`src/hdl/rte_pkg.sv`:
```
package rte_pkg;

  // Default sizes of the timer arithmetic.
  localparam int TIME_BITS_DEF  = 48;
  localparam int COUNT_BITS_DEF = 33;

  // Fixed widths of the ports and registers.
  localparam int RC_W   = 33;
  localparam int FE_W   = 48;
  localparam int PER_W  = 47;
  localparam int NOW_W  = 48;
  localparam int EXP_W  = 48;
  localparam int FUNC_W = 3;
  localparam int CODE_W = 3;
  localparam int DATA_W = 64;
  localparam int ADDR_W = 5;

  // Command codes.
  localparam logic [FUNC_W-1:0] FN_ARM     = 3'd0;
  localparam logic [FUNC_W-1:0] FN_TRIGGER = 3'd1;
  localparam logic [FUNC_W-1:0] FN_PAUSE   = 3'd2;
  localparam logic [FUNC_W-1:0] FN_RESUME  = 3'd3;
  localparam logic [FUNC_W-1:0] FN_KILL    = 3'd4;
  localparam logic [FUNC_W-1:0] FN_REVISE  = 3'd5;

  // Event codes.
  localparam logic [CODE_W-1:0] EV_NONE     = 3'd0;
  localparam logic [CODE_W-1:0] EV_FIRED    = 3'd1;
  localparam logic [CODE_W-1:0] EV_FINISHED = 3'd2;
  localparam logic [CODE_W-1:0] EV_KILLED   = 3'd3;
  localparam logic [CODE_W-1:0] EV_PAUSED   = 3'd4;
  localparam logic [CODE_W-1:0] EV_RESUMED  = 3'd5;

  // Register indexes, taken from paddr[4:3].
  localparam logic [1:0] REG_REPEAT_COUNT = 2'd0;
  localparam logic [1:0] REG_FIRST_EXPIRY = 2'd1;
  localparam logic [1:0] REG_PERIOD       = 2'd2;

  // Register reset values.
  localparam logic [RC_W-1:0]  RC_RESET  = '1;
  localparam logic [FE_W-1:0]  FE_RESET  = '0;
  localparam logic [PER_W-1:0] PER_RESET = PER_W'(1000);

  // Control word of the bit-serial adder.
  typedef struct packed {
    logic start;
    logic inv_b;
    logic inv_c;
  } alu_cmd_t;

endpackage

```
`src/hdl/rte_serial_alu.sv`:
```
// Bit-serial three-operand adder: sum = a + b' + c', where b' and c' are
// optionally complemented (with a carry-in of one) to form subtractions.
// One bit per cycle, LSB first; the sum shifts into the a register.
module rte_serial_alu import rte_pkg::*; #(
  parameter int TIME_BITS = TIME_BITS_DEF
) (
  input  logic                 clk,
  input  logic                 rst_n,
  input  alu_cmd_t             cmd,
  input  logic [TIME_BITS-1:0] op_a,
  input  logic [TIME_BITS-1:0] op_b,
  input  logic [TIME_BITS-1:0] op_c,
  output logic                 done,
  output logic [TIME_BITS-1:0] sum
);

  localparam int CNT_W = $clog2(TIME_BITS);
  localparam logic [CNT_W-1:0] CNT_LAST = CNT_W'(TIME_BITS - 1);

  logic [TIME_BITS-1:0] a_sr_r, a_sr_nxt;
  logic [TIME_BITS-1:0] b_sr_r, b_sr_nxt;
  logic [TIME_BITS-1:0] c_sr_r, c_sr_nxt;
  logic                 c1_r, c1_nxt;
  logic                 c2_r, c2_nxt;
  logic [CNT_W-1:0]     cnt_r, cnt_nxt;
  logic                 run_r, run_nxt;
  logic                 done_r, done_nxt;
  logic                 s1, s2;

  // Two chained full adders on the current bit.
  always_comb begin
    s1 = a_sr_r[0] ^ b_sr_r[0] ^ c1_r;
    s2 = s1 ^ c_sr_r[0] ^ c2_r;
  end

  // Load on start, then shift one bit per cycle.
  always_comb begin
    a_sr_nxt = a_sr_r;
    b_sr_nxt = b_sr_r;
    c_sr_nxt = c_sr_r;
    c1_nxt   = c1_r;
    c2_nxt   = c2_r;
    cnt_nxt  = cnt_r;
    run_nxt  = run_r;
    done_nxt = 1'b0;
    if (cmd.start) begin
      a_sr_nxt = op_a;
      b_sr_nxt = op_b ^ {TIME_BITS{cmd.inv_b}};
      c_sr_nxt = op_c ^ {TIME_BITS{cmd.inv_c}};
      c1_nxt   = cmd.inv_b;
      c2_nxt   = cmd.inv_c;
      cnt_nxt  = '0;
      run_nxt  = 1'b1;
    end else if (run_r) begin
      a_sr_nxt = {s2, a_sr_r[TIME_BITS-1:1]};
      b_sr_nxt = {1'b0, b_sr_r[TIME_BITS-1:1]};
      c_sr_nxt = {1'b0, c_sr_r[TIME_BITS-1:1]};
      c1_nxt   = (a_sr_r[0] & b_sr_r[0]) | (a_sr_r[0] & c1_r) | (b_sr_r[0] & c1_r);
      c2_nxt   = (s1 & c_sr_r[0]) | (s1 & c2_r) | (c_sr_r[0] & c2_r);
      cnt_nxt  = cnt_r + CNT_W'(1);
      if (cnt_r == CNT_LAST) begin
        run_nxt  = 1'b0;
        done_nxt = 1'b1;
      end
    end
  end

  always_ff @(posedge clk) begin
    a_sr_r <= a_sr_nxt;
    b_sr_r <= b_sr_nxt;
    c_sr_r <= c_sr_nxt;
    c1_r   <= c1_nxt;
    c2_r   <= c2_nxt;
    cnt_r  <= cnt_nxt;
    if (!rst_n) begin
      run_r  <= 1'b0;
      done_r <= 1'b0;
    end else begin
      run_r  <= run_nxt;
      done_r <= done_nxt;
    end
  end

  assign done = done_r;
  assign sum  = a_sr_r;

endmodule

```
`src/hdl/rte_mod_unit.sv`:
```
// Restoring remainder unit: one dividend bit per cycle, MSB first.
// The remainder always stays below the divisor, so it fits in TIME_BITS.
module rte_mod_unit import rte_pkg::*; #(
  parameter int TIME_BITS = TIME_BITS_DEF
) (
  input  logic                 clk,
  input  logic                 rst_n,
  input  logic                 start,
  input  logic [TIME_BITS-1:0] dividend,
  input  logic [TIME_BITS-1:0] divisor,
  output logic                 done,
  output logic [TIME_BITS-1:0] rem
);

  localparam int CNT_W = $clog2(TIME_BITS);
  localparam logic [CNT_W-1:0] CNT_LAST = CNT_W'(TIME_BITS - 1);

  logic [TIME_BITS-1:0] q_sr_r, q_sr_nxt;
  logic [TIME_BITS-1:0] div_r, div_nxt;
  logic [TIME_BITS-1:0] r_r, r_nxt;
  logic [CNT_W-1:0]     cnt_r, cnt_nxt;
  logic                 run_r, run_nxt;
  logic                 done_r, done_nxt;
  logic [TIME_BITS:0]   r_shift;
  logic [TIME_BITS:0]   r_diff;

  // Shift in the next dividend bit and try the subtraction.
  always_comb begin
    r_shift = {r_r, q_sr_r[TIME_BITS-1]};
    r_diff  = r_shift - {1'b0, div_r};
  end

  always_comb begin
    q_sr_nxt = q_sr_r;
    div_nxt  = div_r;
    r_nxt    = r_r;
    cnt_nxt  = cnt_r;
    run_nxt  = run_r;
    done_nxt = 1'b0;
    if (start) begin
      q_sr_nxt = dividend;
      div_nxt  = divisor;
      r_nxt    = '0;
      cnt_nxt  = '0;
      run_nxt  = 1'b1;
    end else if (run_r) begin
      q_sr_nxt = {q_sr_r[TIME_BITS-2:0], 1'b0};
      // Keep the difference unless it borrowed.
      r_nxt    = r_diff[TIME_BITS] ? r_shift[TIME_BITS-1:0] : r_diff[TIME_BITS-1:0];
      cnt_nxt  = cnt_r + CNT_W'(1);
      if (cnt_r == CNT_LAST) begin
        run_nxt  = 1'b0;
        done_nxt = 1'b1;
      end
    end
  end

  always_ff @(posedge clk) begin
    q_sr_r <= q_sr_nxt;
    div_r  <= div_nxt;
    r_r    <= r_nxt;
    cnt_r  <= cnt_nxt;
    if (!rst_n) begin
      run_r  <= 1'b0;
      done_r <= 1'b0;
    end else begin
      run_r  <= run_nxt;
      done_r <= done_nxt;
    end
  end

  assign done = done_r;
  assign rem  = r_r;

endmodule

```
`src/hdl/repeating_timer_entry.sv`:
```
// Channel   | Ports                                           | Handshake
// ----------+-------------------------------------------------+---------------------------
// command   | start, busy, in_func, in_time_now               | taken when start && !busy
// result    | out_valid, out_event_code, out_last,            | one cycle per word, no stall
//           | out_is_active, out_is_paused, out_expiry_out    |
// registers | psel, penable, pwrite, paddr, pwdata, prdata,   | APB write in access phase
//           | pready                                          |
//
// Arm, pause, kill, unused codes and commands with no effect go from EXEC straight to EMIT1.
// A trigger on an active timer and a resume that applies make one pass through the
// bit-serial adder (ALU); a trigger that fires and finishes also passes through EMIT2.
// Revise with a nonzero period makes a serial lag pass; if REVCHK accepts the lag, it runs
// the remainder unit at one quotient bit per cycle, then a second pass for the new expiry.
// A trigger that fires and finishes delivers its two words on consecutive cycles.
// Reset is synchronous and active low; it loads the register defaults and clears the timer.
module repeating_timer_entry import rte_pkg::*; #(
  parameter int TIME_BITS  = TIME_BITS_DEF,
  parameter int COUNT_BITS = COUNT_BITS_DEF
) (
  input  logic                     clk,
  input  logic                     rst_n,
  input  logic                     psel,
  input  logic                     penable,
  input  logic                     pwrite,
  input  logic [ADDR_W-1:0]        paddr,
  input  logic [DATA_W-1:0]        pwdata,
  output logic [DATA_W-1:0]        prdata,
  output logic                     pready,
  input  logic                     start,
  output logic                     busy,
  input  logic [FUNC_W-1:0]        in_func,
  input  logic signed [NOW_W-1:0]  in_time_now,
  output logic                     out_valid,
  output logic [CODE_W-1:0]        out_event_code,
  output logic                     out_last,
  output logic                     out_is_active,
  output logic                     out_is_paused,
  output logic signed [EXP_W-1:0]  out_expiry_out
);

  localparam int WIDE_W = (TIME_BITS > PER_W) ? TIME_BITS : PER_W;

  typedef enum logic [7:0] {
    ST_IDLE   = 8'b0000_0001,
    ST_EXEC   = 8'b0000_0010,
    ST_LAG    = 8'b0000_0100,
    ST_REVCHK = 8'b0000_1000,
    ST_MOD    = 8'b0001_0000,
    ST_ALU    = 8'b0010_0000,
    ST_EMIT1  = 8'b0100_0000,
    ST_EMIT2  = 8'b1000_0000
  } state_t;

  state_t state_r, state_nxt;

  logic signed [RC_W-1:0] rc_r, rc_nxt;
  logic signed [FE_W-1:0] fe_r, fe_nxt;
  logic [PER_W-1:0]       per_r, per_nxt;

  logic                  active_r, active_nxt;
  logic                  paused_r, paused_nxt;
  logic [COUNT_BITS-1:0] remaining_r, remaining_nxt;
  logic [TIME_BITS-1:0]  expiry_r, expiry_nxt;
  logic [TIME_BITS-1:0]  paused_at_r, paused_at_nxt;

  logic [FUNC_W-1:0]     func_r, func_nxt;
  logic [TIME_BITS-1:0]  now_r, now_nxt;
  logic [CODE_W-1:0]     code_a_r, code_a_nxt;
  logic [CODE_W-1:0]     code_b_r, code_b_nxt;
  logic                  two_r, two_nxt;

  logic                     out_valid_r, out_valid_nxt;
  logic [CODE_W-1:0]        out_code_r, out_code_nxt;
  logic                     out_last_r, out_last_nxt;
  logic                     out_act_r, out_act_nxt;
  logic                     out_pau_r, out_pau_nxt;
  logic signed [EXP_W-1:0]  out_exp_r, out_exp_nxt;

  alu_cmd_t             alu_cmd;
  logic [TIME_BITS-1:0] alu_a, alu_b, alu_c;
  logic                 alu_done;
  logic [TIME_BITS-1:0] alu_sum;

  logic                 mod_start;
  logic                 mod_done;
  logic [TIME_BITS-1:0] mod_rem;
  logic [TIME_BITS-1:0] per_t;

  logic                  rem_nz, rem_pos;
  logic [COUNT_BITS-1:0] rem_dec, rem_after;
  logic                  rem_fin;
  logic                  lag_ok;
  logic                  accept;
  logic                  cfg_wr;

  assign accept = start && (state_r == ST_IDLE);
  assign cfg_wr = psel && penable && pwrite;
  assign per_t  = TIME_BITS'(per_r);

  // Register file writes.
  always_comb begin
    rc_nxt  = rc_r;
    fe_nxt  = fe_r;
    per_nxt = per_r;
    if (cfg_wr) begin
      case (paddr[ADDR_W-1:3])
        REG_REPEAT_COUNT: rc_nxt  = pwdata[RC_W-1:0];
        REG_FIRST_EXPIRY: fe_nxt  = pwdata[FE_W-1:0];
        REG_PERIOD:       per_nxt = pwdata[PER_W-1:0];
        default: ;
      endcase
    end
  end

  // Register file reads.
  always_comb begin
    case (paddr[ADDR_W-1:3])
      REG_REPEAT_COUNT: prdata = DATA_W'(rc_r);
      REG_FIRST_EXPIRY: prdata = DATA_W'(fe_r);
      REG_PERIOD:       prdata = DATA_W'(per_r);
      default:          prdata = '0;
    endcase
  end

  assign pready = 1'b1;

  // Repeat count bookkeeping for a trigger.
  always_comb begin
    rem_nz    = |remaining_r;
    rem_pos   = !remaining_r[COUNT_BITS-1];
    rem_dec   = remaining_r - COUNT_BITS'(1);
    rem_after = (rem_nz && rem_pos) ? rem_dec : remaining_r;
    rem_fin   = (rem_after == '0);
  end

  // The lag must be a real lag (expiry behind now) and longer than one period.
  always_comb begin
    lag_ok = (|alu_sum) &&
             (!alu_sum[TIME_BITS-1] || !(|alu_sum[TIME_BITS-2:0])) &&
             (WIDE_W'(alu_sum) > WIDE_W'(per_r));
  end

  // Command sequencer.
  always_comb begin
    state_nxt     = state_r;
    active_nxt    = active_r;
    paused_nxt    = paused_r;
    remaining_nxt = remaining_r;
    expiry_nxt    = expiry_r;
    paused_at_nxt = paused_at_r;
    func_nxt      = func_r;
    now_nxt       = now_r;
    code_a_nxt    = code_a_r;
    code_b_nxt    = code_b_r;
    two_nxt       = two_r;
    alu_cmd       = '0;
    alu_a         = '0;
    alu_b         = '0;
    alu_c         = '0;
    mod_start     = 1'b0;

    case (state_r)
      ST_IDLE: begin
        if (accept) begin
          func_nxt  = in_func;
          now_nxt   = TIME_BITS'(in_time_now);
          state_nxt = ST_EXEC;
        end
      end

      ST_EXEC: begin
        code_a_nxt = EV_NONE;
        code_b_nxt = EV_NONE;
        two_nxt    = 1'b0;
        state_nxt  = ST_EMIT1;
        case (func_r)
          FN_ARM: begin
            remaining_nxt = COUNT_BITS'(rc_r);
            expiry_nxt    = TIME_BITS'(fe_r);
            active_nxt    = 1'b1;
            paused_nxt    = 1'b0;
          end
          FN_TRIGGER: begin
            if (active_r) begin
              remaining_nxt = rem_after;
              if (rem_fin) begin
                active_nxt = 1'b0;
              end
              if (rem_nz) begin
                code_a_nxt = EV_FIRED;
                code_b_nxt = EV_FINISHED;
                two_nxt    = rem_fin;
              end else begin
                code_a_nxt = EV_FINISHED;
              end
              alu_cmd.start = 1'b1;
              alu_a         = expiry_r;
              alu_b         = per_t;
              state_nxt     = ST_ALU;
            end
          end
          FN_PAUSE: begin
            if (active_r && !paused_r) begin
              paused_nxt    = 1'b1;
              paused_at_nxt = now_r;
              code_a_nxt    = EV_PAUSED;
            end
          end
          FN_RESUME: begin
            if (active_r && paused_r) begin
              paused_nxt    = 1'b0;
              code_a_nxt    = EV_RESUMED;
              alu_cmd.start = 1'b1;
              alu_cmd.inv_c = 1'b1;
              alu_a         = now_r;
              alu_b         = expiry_r;
              alu_c         = paused_at_r;
              state_nxt     = ST_ALU;
            end
          end
          FN_KILL: begin
            if (active_r) begin
              active_nxt = 1'b0;
              code_a_nxt = EV_KILLED;
            end
          end
          FN_REVISE: begin
            // Lag = now - expiry, found serially first.
            if (|per_r) begin
              alu_cmd.start = 1'b1;
              alu_cmd.inv_b = 1'b1;
              alu_a         = now_r;
              alu_b         = expiry_r;
              state_nxt     = ST_LAG;
            end
          end
          default: ;
        endcase
      end

      ST_LAG: begin
        if (alu_done) begin
          state_nxt = ST_REVCHK;
        end
      end

      ST_REVCHK: begin
        if (lag_ok) begin
          mod_start = 1'b1;
          state_nxt = ST_MOD;
        end else begin
          state_nxt = ST_EMIT1;
        end
      end

      ST_MOD: begin
        // Skipping whole periods lands the expiry at now minus (lag mod period).
        if (mod_done) begin
          alu_cmd.start = 1'b1;
          alu_cmd.inv_b = 1'b1;
          alu_a         = now_r;
          alu_b         = mod_rem;
          state_nxt     = ST_ALU;
        end
      end

      ST_ALU: begin
        if (alu_done) begin
          expiry_nxt = alu_sum;
          state_nxt  = ST_EMIT1;
        end
      end

      ST_EMIT1: begin
        state_nxt = two_r ? ST_EMIT2 : ST_IDLE;
      end

      ST_EMIT2: begin
        state_nxt = ST_IDLE;
      end

      default: begin
        state_nxt = ST_IDLE;
      end
    endcase
  end

  // Result word register.
  always_comb begin
    out_valid_nxt = 1'b0;
    out_code_nxt  = out_code_r;
    out_last_nxt  = out_last_r;
    out_act_nxt   = out_act_r;
    out_pau_nxt   = out_pau_r;
    out_exp_nxt   = out_exp_r;
    if ((state_r == ST_EMIT1) || (state_r == ST_EMIT2)) begin
      out_valid_nxt = 1'b1;
      out_code_nxt  = (state_r == ST_EMIT2) ? code_b_r : code_a_r;
      out_last_nxt  = (state_r == ST_EMIT2) || !two_r;
      out_act_nxt   = active_r;
      out_pau_nxt   = paused_r;
      out_exp_nxt   = EXP_W'(signed'(expiry_r));
    end
  end

  always_ff @(posedge clk) begin
    func_r     <= func_nxt;
    now_r      <= now_nxt;
    code_a_r   <= code_a_nxt;
    code_b_r   <= code_b_nxt;
    two_r      <= two_nxt;
    out_code_r <= out_code_nxt;
    out_last_r <= out_last_nxt;
    out_act_r  <= out_act_nxt;
    out_pau_r  <= out_pau_nxt;
    out_exp_r  <= out_exp_nxt;
    if (!rst_n) begin
      state_r     <= ST_IDLE;
      rc_r        <= RC_RESET;
      fe_r        <= FE_RESET;
      per_r       <= PER_RESET;
      active_r    <= 1'b0;
      paused_r    <= 1'b0;
      remaining_r <= '0;
      expiry_r    <= '0;
      paused_at_r <= '0;
      out_valid_r <= 1'b0;
    end else begin
      state_r     <= state_nxt;
      rc_r        <= rc_nxt;
      fe_r        <= fe_nxt;
      per_r       <= per_nxt;
      active_r    <= active_nxt;
      paused_r    <= paused_nxt;
      remaining_r <= remaining_nxt;
      expiry_r    <= expiry_nxt;
      paused_at_r <= paused_at_nxt;
      out_valid_r <= out_valid_nxt;
    end
  end

  // Bit-serial adder shared by trigger, resume and both revise passes.
  rte_serial_alu #(
    .TIME_BITS(TIME_BITS)
  ) u_alu (
    .clk  (clk),
    .rst_n(rst_n),
    .cmd  (alu_cmd),
    .op_a (alu_a),
    .op_b (alu_b),
    .op_c (alu_c),
    .done (alu_done),
    .sum  (alu_sum)
  );

  // Remainder of the lag by the period.
  rte_mod_unit #(
    .TIME_BITS(TIME_BITS)
  ) u_mod (
    .clk     (clk),
    .rst_n   (rst_n),
    .start   (mod_start),
    .dividend(alu_sum),
    .divisor (per_t),
    .done    (mod_done),
    .rem     (mod_rem)
  );

  assign busy           = (state_r != ST_IDLE);
  assign out_valid      = out_valid_r;
  assign out_event_code = out_code_r;
  assign out_last       = out_last_r;
  assign out_is_active  = out_act_r;
  assign out_is_paused  = out_pau_r;
  assign out_expiry_out = out_exp_r;

endmodule

```
`config.mk`:
```
export PLATFORM = sky130hd
export DESIGN_NAME = repeating_timer_entry
export DESIGN_NICKNAME = d
export VERILOG_FILES = /design/src/hdl/rte_pkg.sv /design/src/hdl/rte_serial_alu.sv /design/src/hdl/rte_mod_unit.sv /design/src/hdl/repeating_timer_entry.sv
export SDC_FILE = /design/constraint.sdc
export NUM_CORES = 1
export LEC_CHECK = 0
export ABC_AREA = 1
export ABC_CLOCK_PERIOD_IN_PS = 5500
export BUFFER_PORTS_ARGS = -buffer_cell sky130_fd_sc_hd__clkbuf_2
export CAP_MARGIN = 20
export CELL_PAD_IN_SITES_DETAIL_PLACEMENT = 0
export CELL_PAD_IN_SITES_GLOBAL_PLACEMENT = 1
export CORE_MARGIN = 5
export CORE_UTILIZATION = 41
export DETAILED_ROUTE_END_ITERATION = 10
export GPL_ROUTABILITY_DRIVEN = 1
export PLACE_DENSITY_LB_ADDON = 0.25
export SETUP_SLACK_MARGIN = 0.15
export SLEW_MARGIN = 0
export SYNTH_ARGS = -nofsm -noshare
export SYNTH_HDL_FRONTEND = slang
export SYNTH_SLANG_ARGS = --single-unit
```
`constraint.sdc`:
```
create_clock -name clk -period 5.5 [get_ports clk]
set_clock_uncertainty 0.2 [all_clocks]
set_input_delay 0 -clock clk [delete_from_list [all_inputs] [get_ports clk]]
set_output_delay 0 -clock clk [all_outputs]
set_load 0.1 [all_outputs]
```
# Word-level counts from Yosys, hierarchy flattened
# Index checks and enable logic that the tools add are counted.
totals:
  out_inout_bits: 121
  inputBits: 126
  reg_bits: 685
op_classes:
  eq_ne: 26
  n_addsub: 4
  bitwise: 19
  muxes: 80
  order_cmp: 1
  reduce_logical: 43
op_table:
  columns: ["cell", "n"]
  rows:
  - ["$mux W48", 21]
  - ["$pmux W48 S2", 3]
  - ["$pmux W48 S3", 2]
  - ["$pmux W64 S3", 1]
  - ["$xor A48 B48 Y48", 2]
  - ["$reduce_or A47 Y1", 2]
  - ["$mux W33", 2]
  - ["$pmux W33 S2", 1]
  - ["$pmux W8 S7", 1]
  - ["$sub A49 B47 Y49", 1]
  - ["$gt A48 B47 Y1", 1]
  - ["$reduce_or A48 Y1", 1]
  - ["$mux W47", 1]
  - ["$mux W8", 5]
  - ["$logic_not A33 Y1", 1]
  - ["$reduce_or A33 Y1", 1]
  - ["$sub A33 B1 Y33 const B", 1]
  - ["$mux W7", 4]
  - ["$mux W1", 24]
  - ["$pmux W7 S3", 1]
  - ["$add A6 B1 Y6 const B", 2]
  - ["$eq A6 B6 Y1 const B", 2]
  - ["$mux W3", 4]
  - ["$pmux W3 S4", 1]
  - ["other kinds (34)", 88]

# Longest topological paths before layout
# Gate-level depths: netlist of the first run.
depth:
  word_depth: 8
  depth_mapped: 19

# Cells and area by module
# From an unflattened synthesis of the first run, not the netlist that was laid out.
hier_totals:
  hier_cells: 4885
  area_unflattened_um2: 37135.6
modules_own_cells:
  columns: ["module", "seq_area_each_um2", "instances", "area_per_inst_um2", "cells_each"]
  rows:
  - ["repeating_timer_entry", 8668.3, 1, 19306.0, 2586]
  - ["rte_mod_unit", 4003.8, 1, 10526.3, 1618]
  - ["rte_serial_alu", 4544.4, 1, 7303.3, 681]

# Worst setup path after synthesis of the first run
# No wires, ideal clock.
synth_path:
  path_type: "reg2reg"
  from: "register func_r[2]"
  to: "register u_alu.b_sr_r[0] (enable)"
  setup_ns: 0.512
  t_required_ns: 4.788
  slack_ns: -0.224
  path_stages_with_launch: 15
  n_path_buf: 3
  arrival_time_ns: 5.012
  period_less_slack_ns: 5.724
  path_cell_list: "edfxtp_1 -> nor2_1 -> inv_2 -> nor2_1 -> inv_2 -> nor2_1 -> inv_2 -> a21oi_2 -> inv_2 -> nand2_1 -> buf_4 -> inv_2 -> buf_6 -> buf_6 -> nand2_1"
synth_via:
  elab_chain_len: 4
synth_rtl:
  columns: ["element", "line", "text"]
  rows:
  - ["start: declaration", "repeating_timer_entry.sv:66", "logic [FUNC_W-1:0] func_r, func_nxt;"]
  - ["start signal: assignment", "repeating_timer_entry.sv:307", "func_r <= func_nxt;"]
  - ["$eq A3 B3 Y1 (tied with other cells)", "repeating_timer_entry.sv:176", "case (func_r)"]
  - ["$pmux W1 S3 *", "repeating_timer_entry.sv:176", null]
  - ["$pmux W2 S2 *", "repeating_timer_entry.sv:162", "case (state_r)"]
  - ["$reduce_bool A2 Y1 (no source line) *", null, null]
  - ["end signal: assignment", "rte_serial_alu.sv:70", "b_sr_r <= b_sr_nxt;"]
  - ["end: declaration", "rte_serial_alu.sv:21", "logic [TIME_BITS-1:0] b_sr_r, b_sr_nxt;"]
# Mark *: on every way between the ends. The rest lies on a longest branch, timed or not.
# A chain may end at the register's enable or synchronous reset.

# Final worst setup path of the first run
layout_path:
  from: "register per_r[39]"
  to: "register u_mod.r_r[35], in the netlist u_mod.rem[35]"
layout_via:
  elab_chain_len: 4
layout_rtl:
  columns: ["element", "line", "text"]
  rows:
  - ["start: declaration", "repeating_timer_entry.sv:58", "logic [PER_W-1:0] per_r, per_nxt;"]
  - ["start signal: assignment", "repeating_timer_entry.sv:332", "per_r <= per_nxt;"]
  - ["$gt A48 B47 Y1", "repeating_timer_entry.sv:140", "(WIDE_W'(alu_sum) > WIDE_W'(per_r));"]
  - ["$logic_and A1 B1 Y1", "repeating_timer_entry.sv:139", "(!alu_sum[TIME_BITS-1] || !(|alu_sum[TIME_BITS-2:0])) &&"]
  - ["$mux W1", "repeating_timer_entry.sv:248", "if (lag_ok) begin"]
  - ["$mux W1", "repeating_timer_entry.sv:162", null]
  - ["end signal: assignment", "rte_mod_unit.sv:61", "r_r <= r_nxt;"]
  - ["end: declaration", "rte_mod_unit.sv:20", "logic [TIME_BITS-1:0] r_r, r_nxt;"]
# No other way between the ends.

==> results of run 1 <==
## worst max-delay path: stages (launching register included)
cell	delay, ns
dfxtp_1	0.46
inv_1	0.14
ha_1	0.34
nand4_1	0.16
nor3_1	0.45
nand2_1	0.11
nor2_1	0.23
nand4_1	0.15
nand2_1	0.10
nor2_1	0.08
nand3_4	0.11
buf_4	0.46
nand2_1	0.09
inv_1	0.09
buf_4	0.49
nand3_1	0.18
nand2_1	0.09
## path summary, 6_finish.rpt
path,from,to,slack [ns],depth (start not counted)
worst max-delay path,per_r[39],u_mod.rem[35],1.44,16
worst min-delay path,pwdata[13],fe_r[13],0.04,4
worst max register to register,per_r[39],u_mod.rem[35],1.44,16
worst min register to register,per_r[25],u_mod.div_r[25],0.23,0
## Yosys cell counts (all sizes together) (19+ instances only)
cell    count
nand2    1145
inv       507
nor2      422
o21ai     422
edfxtp    351
dfxtp     332
nand3     269
a21oi     231
clkbuf    150
ha         98
buf        78
o211ai     64
nand4      46
o221ai     42
nor3       30
a221oi     28
xor2       27
a32o       26
o32ai      21
xnor2      19
## flip-flops by register name, summed over array words and instances, names as in the netlist, 47 cells and up
register	cells
now_r	48
u_mod.q_sr_r	48
u_alu.b_sr_r	48
paused_at_r	48
out_expiry_out	48
u_mod.div_r	47
u_alu.c_sr_r	48
per_r	47
u_mod.rem	48
u_alu.sum	48
fe_r	48
expiry_r	48
## logic make-up after synthesis
kind of cell	synth area share
buf+inv	0.0836
compound gates	0.148
flops	0.493
xor+xnor	0.0116
simple gates	0.226
other cells	0.000108
fa+ha+maj	0.0369
## where the power goes
| part | switching (mW) | internal (mW) |
|---|---|---|
| Combinational | 1.63 | 0.653 |
| Clock | 2.25 | 3.27 |
| Sequential | 0.215 | 5.55 |
| Total | 4.10 | 9.47 |
## metal layers
layer / track usage / up-vias / wire length [um]
li1: - / 15300 / -
met1: 0.398 / 15300 / 57800
met2: 0.412 / 1320 / 55000
met3: 0.0606 / 176 / 12000
met4: 0.0903 / 0 / 4120
met5: 0 / - / 0
## stage by stage
step                      std cells  utilization  total power [mW]  worst slack (ns)  cell area (um^2)
final                          5925        0.491              13.6              1.44             41600
after global routing           5921        0.491              14.1              1.15             41600
after CTS                      5919        0.491              13.6              1.50             41600
after detailed placement       5579        0.436              8.02              1.53             37000
after global placement         5579        0.436              8.01              1.59             37000
after floorplan                4388            -              7.29              1.22             34800
## cell type report
class | count | area [um^2]
fillers | 8292 | 43100
flip-flops and latches | 683 | 17200
multi-input cells | 2969 | 14900
repair buffers | 468 | 3500
clock buffers | 104 | 2240
inverters | 508 | 1910
well taps | 1144 | 1430
clock inverters | 44 | 488
diodes | 5 | 12.5
==> impl_results.md, run 1 <==
* Critical Path RT at 5.87 ns
* Worst Path Arrival at 4.43 ns
* VDD IR max at 0.000267 V
* CTS tree: built
* Synth async-reset ratio at 0
* DR pass1 iterations at 6
* Clock Latency Late Sink at 0.63 ns
* Area growth, synth to finish at 19.5%
* FP Rows at 107
* CTS Buf Count at 79
* Yosys synthesis warning count at 0
* Number of vias per cell at 5.43
* Bufs on Longest Clock Path at 3
* Synth Cell Area at 34,800 um^2
* Final worst path period share at 0.739
* CP endpoint kind: flip-flop
* Hold Slack at 0.0371 ns
* Biggest area consumer among synthesized cells: edfxtp_1
* Critical Path Fanout Max at 60
* Initial antenna violation count at 10
* Max-slew headroom at 0.250
* Unrepaired setup endpoints after global routing: no
* Synthesized instance count at 4,388
* Top cells by area, synth: edfxtp_1, dfxtp_1, nand2_1
* Core footprint at 84,700 um^2
* GP Congestion at 0.970
* Post-synthesis cell type count at 50
* Die ar. at 90,900 um^2
* H-tree depth at 3
* Setup total negative slack at 0 ns
* Worst Max-Slew Pin Slew at 1.13 ns
* Worst min path class: in2reg
* Routed length per placed instance at 21.8 um
* Clock root buffer: clkbuf_16
* Wirelength, routed at 129,000 um
* DRC viols at 0
* Clock Pin Slew Worst Setup and Hold Paths at 0.06 ns
* Fmax achieved at 246 MHz
* Seq/Total Area, Yosys at 0.493
* CTS sink count at 683
* Status: completed
* Largest net degree at the start of global routing at 175
* Global-route wire length before repair at 190,000 um
* Setup Viol. Count Final at 0
* Detailed placement HPWL at 92,700 um
* Min Tclk post-route at 4.06 ns
* Share of post-route cells with drive strength above 1 at 0.0942
* Synth Flop Type: edfxtp_1
* LEAKAGE at 17.3 nW
* Crit start category: flip-flop
* Post-synth EDFFs at 351
* GR Util All Layers at 0.276
* Grt ovf at 0
* Initial Utilization at 0.411
* Post-CTS setup buffer count at 0
* Pwr dens at 326 nW/um^2
* Post_cts resized at 0
* Maxcap violations at 0
* Die Ht at 302 um
* Vias in the first global route at 30,000
* Net count, final at 4,936
* Most common cell after layout, fill and taps aside: nand2_1
* Flops & latches, synth at 683
* Fin. Hold Viols at 0
* Crit path kind: reg2reg
* Most frequent cells in the layout: nand2_1, inv_1, nor2_1
* Post-Syn Nets at 4,615
* CTS Hold Bufs at 192
* Io pins at 247
* Via count at 32,200
* Die Width at 302 um
* Antenna Nets Post-Route at 0
* Fin. max-slew vios at 0
* Synth top area share at 0.303
* Port bufs at 226
* Drt initial violations at 3,395
* Mean post-synth cell area at 7.94 um^2
No activity file was read; power rests on OpenSTA's default activity.
==> run 2: changes to the inputs <==
ABC_AREA = 0   (was 1)
ABC_CLOCK_PERIOD_IN_PS = 3600   (was 5500)
CORE_UTILIZATION = 43   (was 41)
clock period = 3.6 ns   (was 5.5 ns; I/O delays follow)
==> impl_results.md, run 2 <==
* Io pins at 247
* Port bufs at 226
* Max-slew headroom at 0.343
* Hold Slack at 0.00674 ns
* Clock root buffer: clkbuf_16
* Yosys synthesis warning count at 0
* Adder-cell share of the synthesized area at 0.0387
* Largest family of logic cells by synthesized area: compound AO/OA/AOI/OAI gates
* Net count, final at 4,265
* Share of post-route cells with drive strength above 1 at 0.202
* Die ar. at 82,900 um^2
* Flops & latches, synth at 683
* Die Width at 288 um
* Largest net degree at the start of global routing at 85
* Count leader, synth: nand2_1
* Fmax achieved at 289 MHz
* Min-Delay Endpoint: rc_r[14]
* Worst Max-Slew Pin Slew at 0.984 ns
* Drt initial violations at 3,493
* Worst min path class: in2reg
* Via count at 29,600
* Crit start category: flip-flop
* Compound-Gate Fraction of Synth Area at 0.180
* Fillcell total at 6,953
* Overall Power at 20.1 mW
* CTS Buf Count at 77
* Initial antenna violation count at 3
* Area growth, synth to finish at 28.9%
* Worst r2r src: u_mod.q_sr_r[47]
* Fin. max-slew vios at 0
* Core footprint at 77,100 um^2
* Post-synthesis mux area share at 0.0498
* Most common cell after layout, fill and taps aside: nand2_1
* Number of vias per cell at 5.75
* Crit path kind: reg2reg
* Clock Pin Slew Worst Setup and Hold Paths at 0.06 ns
* Cell family with most CP delay: compound AO/OA/AOI/OAI gates
* Maxcap violations at 0
* CTS tree: built
* Flop2flop setup slack at 0.14 ns
* Post-Syn Nets at 3,697
* Worst Path Arrival at 3.80 ns
* Synth top area share at 0.317
* Post-synth EDFFs at 351
* Critical Path Fanout Max at 7
* R2R cell count at 18
* Synthesized instance count at 3,470
* H-tree depth at 3
* Bufs on Longest Clock Path at 3
* Crit path max-delay cell type: edfxtp_1
* Final worst path period share at 0.962
* Synth async-reset ratio at 0
* HP Start: pwdata[14]
* XOR/XNOR Fraction of Synth Area at 0.0161
* Synth Flop Type: edfxtp_1
* Most frequent cells in the layout: nand2_1, edfxtp_1, a21oi_1
* CP endpoint kind: flip-flop
* Wirelength, routed at 121,000 um
* WHS Path Cells at 4
* Global-route wire length before repair at 176,000 um
* Clock Latency Late Sink at 0.64 ns
* DR pass1 iterations at 6
* Detailed placement HPWL at 83,200 um
* Worst Path Buf+Inv at 6
* GP Congestion at 0.908
* Post-Synth Simple-Gate Area at 0.145
* Critical Path, Cell by Cell: inv_1 > ha_2 > fa_2 > nand2b_4 > a21o_1 > a31oi_1 > buf_4 > a211oi_2 > buf_4 > a31oi_4 > buf_6 > o211ai_4 > nor2_4 > buf_12 > buf_12 > nand3b_1 > mux2_2 > a31o_1
* Seq/Total Area, Yosys at 0.517
* Setup Viol. Count Final at 0
* Initial Utilization at 0.431
* FP Rows at 102
* Min Tclk post-route at 3.46 ns
* Post-synthesis cell type count at 88
* Slowest stage delay, CP at 0.35 ns
* CTS sink count at 683
* Status: completed
* GR Util All Layers at 0.276
* VDD IR max at 0.000424 V
* Critical Path RT at 3.94 ns
* Biggest area consumer among synthesized cells: edfxtp_1
* Grt ovf at 0
* Vias in the first global route at 27,600
* Routed length per placed instance at 23.5 um
* DRC viols at 0
* Top cells by area, synth: edfxtp_1, dfxtp_1, nand2_1
* Pwr dens at 470 nW/um^2
* Fin util at 0.555
* Top cells by count, synth: nand2_1, a21oi_1, edfxtp_1
* Fin. Hold Viols at 0
* Die Ht at 288 um
* Synth Cell Area at 33,200 um^2
* Mean post-synth cell area at 9.57 um^2
* Worst reg2reg path endpoint: u_mod.rem[41]
* Antenna Nets Post-Route at 0
* LEAKAGE at 16.9 nW
* Unrepaired setup endpoints after global routing: yes
run 2: changes by cell type after synthesis, sizes merged, moves of 122 or more:
cell   change
a21oi    +122
o21ai    -211
inv      -337
nand2    -560
nand3    -209
nor2     -193
run 2: worst max path at each step:
stage,from,end,slack (ns),depth (start not counted)
6_report,u_mod.q_sr_r[47],u_mod.rem[41],0.14,18
5_1_grt,u_mod.q_sr_r[47],u_mod.rem[41],0.003,18
4_1_cts,per_r[30],u_alu.sum[40],0.13,11
3_5_place_dp,per_r[30],u_alu.sum[40],-0.18,11
3_3_place_gp,per_r[5],u_alu.sum[32],-0.09,11
2_1_floorplan,u_alu.sum[5],u_mod.div_r[0],0.15,10
run 2: stage by stage:
step	setup TNS (ns)	worst slack, ns	area [um^2]	std cells
after CTS	0	0.128	42000	5105
after global placement	-3.03	-0.0943	37000	4753
after detailed placement	-6.39	-0.183	37000	4753
after floorplan	0	0.151	33300	3470
after global routing	0	0.00340	42800	5143
final	0	0.138	42800	5146
run 2: area by class of cell:
| cell class | instances | area (um^2) | share of cell area |
|---|---|---|---|
| inverter | 170 | 646 | 0.0151 |
| tap | 1040 | 1300 | 0.0304 |
| timing repair buffer | 743 | 6160 | 0.144 |
| clock buffer | 97 | 2030 | 0.0475 |
| clock inverter | 47 | 697 | 0.0163 |
| antenna | 3 | 7.51 | 0.000175 |
| sequential | 683 | 17200 | 0.401 |
| multi-input combinational | 2363 | 14800 | 0.345 |
run 2: routing by layer:
layer / up-vias / share of wire / track usage
met5: - / 0.00011 / 0
met4: 2 / 0.028 / 0.0789
met3: 175 / 0.081 / 0.0425
met2: 1273 / 0.45 / 0.430
met1: 14500 / 0.44 / 0.400
li1: 13700 / - / -
run 2: logic make-up after synthesis:
family                   Yosys count
multiplexers                     159
other                              1
AND/OR/NAND/NOR                 1093
XOR/XNOR                          58
flip-flops                       683
adder cells (fa/ha/maj)          101
AO/OA/AOI/OAI                    951
buffers and inverters            424
run 2: what timing repair did:
item | 4_1_cts | 5_1_grt
setup buffers | 3 | 25
pin swaps | 6 | 60
cloned | 2 | 13
setup endpoints to repair | 332 | 189
hold endpoints to repair | 287 | 0
hold buffers | 203 | 0
gates resized for setup | 19 | 90
run 2: worst min-delay path, cell delays in order:
cell	delay, ns
dlygate4sd3_1	0.52
clkbuf_2	0.16
nand2_1	0.06
nand3_1	0.07
run 2: power by group:
part | leakage [nW] | internal, mW | switching [mW]
combinational | 9.65 | 1.09 | 1.82
clock | 1.32 | 5.02 | 3.49
sequential | 5.96 | 8.42 | 0.267
